[config.mk]
export PLATFORM = sky130hd
export DESIGN_NAME = wcsn_mul
export DESIGN_NICKNAME = d
export VERILOG_FILES = /design/src/wcsn_pkg.sv /design/src/wcsn_mul.sv
export SDC_FILE = /design/constraint.sdc
export NUM_CORES = 2
export LEC_CHECK = 0
export BUFFER_PORTS_ARGS = -buffer_cell sky130_fd_sc_hd__buf_2
export CAP_MARGIN = 30
export CORE_MARGIN = 1
export CORE_UTILIZATION = 25
export DETAILED_ROUTE_END_ITERATION = 7
export GPL_ROUTABILITY_DRIVEN = 1
export PLACE_DENSITY = 0.44
export SYNTH_ARGS = -nofsm -noshare
export SYNTH_HDL_FRONTEND = slang
export SYNTH_SLANG_ARGS = --single-unit
[constraint.sdc]
create_clock -name clk -period 21.5 [get_ports clk]
set_input_delay 4.3 -clock clk [delete_from_list [all_inputs] [get_ports clk]]
set_output_delay 4.3 -clock clk [all_outputs]
set_load 0.005 [all_outputs]
[src/wcsn_pkg.sv]
// ----------------------------------------------------------------------------
// wcsn_pkg
// shared constants, types and the exp table for the clocked spiking neuron
// ----------------------------------------------------------------------------
`timescale 1ns / 1ps
`default_nettype none
package wcsn_pkg;

  localparam int EXP_N           = 256;   // exp table intervals
  localparam int STEP_COUNT_WIDTH = 16;
  localparam int EXP_IW          = $clog2(EXP_N + 1);
  localparam int MUL_W           = 34;    // shared multiplier operand width
  localparam int PROD_W          = 2 * MUL_W;

  typedef logic signed [MUL_W-1:0]  mul_op_t;
  typedef logic signed [PROD_W-1:0] mul_prod_t;
  typedef logic [30:0]              exp_val_t;   // Q1.30
  typedef exp_val_t                 exp_tab_t [0:EXP_N];

  // configuration register indexes
  localparam logic [3:0] REG_LEAK      = 4'd0;
  localparam logic [3:0] REG_GAIN      = 4'd1;
  localparam logic [3:0] REG_INV_SIGMA = 4'd2;
  localparam logic [3:0] REG_DELAY     = 4'd3;
  localparam logic [3:0] REG_RESET_LVL = 4'd4;
  localparam logic [3:0] REG_THRESHOLD = 4'd5;
  localparam logic [3:0] REG_LOWER     = 4'd6;
  localparam logic [3:0] REG_REFRACT   = 4'd7;

  // series terms of exp(-32/N) in Q2.30
  localparam longint EXP_ONE = longint'(1) <<< 30;
  localparam longint EXP_X   = (longint'(1) <<< 35) / EXP_N;
  localparam longint EXP_T1  = (EXP_ONE * EXP_X) >>> 30;
  localparam longint EXP_T2  = ((EXP_T1 * EXP_X) >>> 30) / 2;
  localparam longint EXP_T3  = ((EXP_T2 * EXP_X) >>> 30) / 3;
  localparam longint EXP_T4  = ((EXP_T3 * EXP_X) >>> 30) / 4;
  localparam longint EXP_T5  = ((EXP_T4 * EXP_X) >>> 30) / 5;
  localparam longint EXP_T6  = ((EXP_T5 * EXP_X) >>> 30) / 6;
  localparam longint EXP_T7  = ((EXP_T6 * EXP_X) >>> 30) / 7;
  localparam longint EXP_T8  = ((EXP_T7 * EXP_X) >>> 30) / 8;
  localparam longint EXP_T9  = ((EXP_T8 * EXP_X) >>> 30) / 9;
  localparam longint EXP_T10 = ((EXP_T9 * EXP_X) >>> 30) / 10;
  localparam longint EXP_T11 = ((EXP_T10 * EXP_X) >>> 30) / 11;
  localparam longint EXP_T12 = ((EXP_T11 * EXP_X) >>> 30) / 12;
  localparam longint EXP_T13 = ((EXP_T12 * EXP_X) >>> 30) / 13;
  localparam longint EXP_T14 = ((EXP_T13 * EXP_X) >>> 30) / 14;
  localparam longint EXP_T15 = ((EXP_T14 * EXP_X) >>> 30) / 15;
  localparam longint EXP_T16 = ((EXP_T15 * EXP_X) >>> 30) / 16;
  localparam longint EXP_T17 = ((EXP_T16 * EXP_X) >>> 30) / 17;
  localparam longint EXP_T18 = ((EXP_T17 * EXP_X) >>> 30) / 18;
  localparam longint EXP_T19 = ((EXP_T18 * EXP_X) >>> 30) / 19;
  localparam longint EXP_T20 = ((EXP_T19 * EXP_X) >>> 30) / 20;
  localparam longint EXP_T21 = ((EXP_T20 * EXP_X) >>> 30) / 21;
  localparam longint EXP_T22 = ((EXP_T21 * EXP_X) >>> 30) / 22;
  localparam longint EXP_T23 = ((EXP_T22 * EXP_X) >>> 30) / 23;
  localparam longint EXP_T24 = ((EXP_T23 * EXP_X) >>> 30) / 24;
  localparam longint EXP_SERIES = EXP_ONE - EXP_T1 + EXP_T2 - EXP_T3 + EXP_T4
                                - EXP_T5 + EXP_T6 - EXP_T7 + EXP_T8 - EXP_T9
                                + EXP_T10 - EXP_T11 + EXP_T12 - EXP_T13
                                + EXP_T14 - EXP_T15 + EXP_T16 - EXP_T17
                                + EXP_T18 - EXP_T19 + EXP_T20 - EXP_T21
                                + EXP_T22 - EXP_T23 + EXP_T24;
  localparam longint EXP_RATIO = (EXP_SERIES < 0) ? longint'(0) : EXP_SERIES;

  // exp(-k*32/N) in Q1.30, each entry the previous one times the step ratio
  function automatic exp_tab_t exp_build();
    exp_tab_t          tab;
    longint unsigned   prv;
    longint unsigned   sum_u;
    sum_u  = longint'(EXP_RATIO);
    tab[0] = 31'h4000_0000;
    for (int k = 1; k <= EXP_N; k++) begin
      prv    = longint'(tab[k-1]);
      tab[k] = 31'((prv * sum_u + (longint'(1) << 29)) >> 30);
    end
    return tab;
  endfunction

  localparam exp_tab_t EXP_TAB = exp_build();

endpackage
`default_nettype wire

[src/wcsn_mul.sv]
// ----------------------------------------------------------------------------
// wcsn_mul
// shared signed multiplier with registered product
// ----------------------------------------------------------------------------
`timescale 1ns / 1ps
`default_nettype none
module wcsn_mul (
  input  wire                 clk,
  input  wcsn_pkg::mul_op_t   op_a,
  input  wcsn_pkg::mul_op_t   op_b,
  output wcsn_pkg::mul_prod_t prod
);
  import wcsn_pkg::*;

  always_ff @(posedge clk) begin
    prod <= op_a * op_b;
  end

endmodule
`default_nettype wire

==> metrics.yaml <==
placed_design:
  place_congestion: 0.880
  io_buffer_count: 136
  hpwl_mm: 105
  place_ws_ns: 8.79
final_layout:
  largest_register_ffs: 68
  fill_cells: 18358
  nNetsFinal: 6027
  syn2layout_area_growth_pct: 7.71
  drive_gt1_frac: 0.0496
  final-seq-area_mm2: 0.00136
  multi_input_area_mm2: 0.0361
  top_register: "prod"
  top_regs: "prod: 68 flops"
sta:
  worst_pin_slew_ns: 1.12
  fin_ws_ns: 9.14
  period_share: 0.575
  clock.fmax_mhz: 80.9
  finalHoldViolCount: 0
  maxSlewHeadroom: 0.252
  tns_ns: 0
  min_period_ns: 12.36
  setup_viol: 0
  rsz0062_at_grt: "false"
  slew_violations: 0
worst_setup_path:
  cp-end-kind: "register"
  cp_data_arrival_time_ns: 12.72
  path_common_cell: "fa_1"
  critical_path_buf_inv_count: 7
  crit_path_max_incr_delay_ns: 0.84
  crit_required_ns: 21.86
  crit_path_max_fanout: 20
  start_kind: "primary input"
  critical_path.top_delay_family: "adder cells"
  crit_path_top_delay_cell: "a31oi_1"
  critPathKind: "primary input to register"
global_route:
  gr-usage-met1: 0.211
  top_usage_layer: "met2"
  grt.total_usage: 0.160
  grt_max_degree: 35
  antenna_found_initial: 15
  met2_usage: 0.283
  grt_pass1_wl_mm: 209
  use_met3: 0.0189
  grt-ovfl-total: 0
  first_global_vias: 33209
detailed_routing:
  drcViolationCount: 0
  drt_first_iter_violations: 1196
  ant_nets: 0
  num_vias: 28996
  drt_pass1_iterations: 5
  routed_wl_mm: 132
  vias_per_cell: 4.25
  post_drt_wl_per_cell_um: 19.3
synthesis:
  synth_area_per_cell_um2: 9.45
  ys.flop_type: "dfxtp_1"
  synthTopCellsByCount: "fa_1 (1,241), inv_1 (1,231), and2_1 (621), nand2_1 (542), clkbuf_1 (214)"
  synth_cell_types: 69
  ys_seq_elements: 68
  synth_most_common_cell: "fa_1"
  async_flop_share: 0
  synth_edf_count: 0
  syn-cell-area_mm2: 0.0430
  synthCells: 4554
  yosysTopAreaCellShare: 0.577
  ys_top_cells_by_area: "fa_1 (58%), inv_1 (11%), and2_1 (9.0%)"
  yosysTopAreaCell: "fa_1"
  syn-num-nets: 6068
  yosysSeqAreaShare: 0.0316
  yosysWarnings: 0
clock_tree:
  cts.sinks: 68
  post_cts_buffers: 0
  cts-root-buf: "clkbuf_16"
  ctsResizeCount: 0
  path_clk_slew_ns: 0.07
  cts-htree-levels: 3
  holdBufCountCts: 0
  clockBufferDepth: 2
  cts_tree: "yes"
  numCtsBuffers: 9
run_status:
  status: "finished, final reports clean"
worst_hold_path:
  whs_path_depth: 2
  hold_end: "prod[0]"
  hold_class: "primary input to register"
  min-delay-start: "op_b[0]"
die:
  ios: 137
  die_w_um: 417
  start_util: 0.253
  row_count: 151
  die_h_um: 417
  core-area_mm2: 0.170
  dieArea_mm2: 0.174
job:
  drv_cap: 0
==> cell type report <==
cell class                      instances  area share
Clock inverter                          6     0.00205
Sequential cell                        68      0.0294
Timing Repair Buffer                  176      0.0216
Inverter                             1232      0.0998
Multi-Input combinational cell       3026       0.780
Clock buffer                           10     0.00516
Antenna cell                            5    0.000270
Tap cell                             2295      0.0620
==> metrics by stage <==
stage	cell area [um2]	utilization	hold slack, ns	instances
floorplan	43000	-	4.43	4554
global placement	46000	0.270	4.68	6795
detailed placement	46000	0.270	4.67	6796
CTS	46300	0.272	4.51	6812
global route	46300	0.272	4.53	6814
finish	46300	0.272	4.53	6818
==> logic make-up (layout without fill, tap and decap cells) <==
kind of cell,count (synthesis),in the layout,share of synthesized area
AOI/OAI and AO/OA,206,206,0.0335
adders and majority gates,1445,1445,0.637
DFF,68,68,0.0316
and+or+nand+nor,1296,1296,0.154
xor gates and xnor gates,79,79,0.0161
buffers and inverters,1460,1424,0.128
other,0,5,0
==> routing by layer <==
| metal | vias to the layer above | routed length [um] |
|---|---|---|
| met5 | - | 35 |
| li1 | 12697 | - |
| met1 | 15716 | 57900 |
| met4 | 6 | 1960 |
| met2 | 476 | 67200 |
| met3 | 101 | 4660 |
==> cell usage in the layout (no fill, tap or decap), drive strengths merged, types with 9 or more instances in the layout <==
cell / n
nand2: 542
nand2b: 20
inv: 1233
nand4: 11
fa: 1241
xor2: 23
a21oi: 63
a31oi: 10
a21o: 37
nor2b: 9
xnor2: 56
and2: 623
buf: 176
o21ai: 41
nor2: 56
ha: 204
clkbuf: 10
nand3: 11
dfxtp: 68
o21bai: 12
==> worst max-delay path by stage <==
stage	from	to	slack, ns	depth (start not counted)
after floorplan	op_a[33]	prod[65]	9.71	24
after global placement	op_a[33]	prod[65]	8.82	25
after detailed placement	op_b[7]	prod[66]	8.79	27
after CTS	op_a[17]	prod[65]	9.24	26
after global routing	op_a[16]	prod[61]	8.74	26
final	op_b[7]	prod[66]	9.14	27
Power is left out: the tool's default activity adds up to more than one toggle a clock period on the data nets, which glitch-free logic cannot reach.
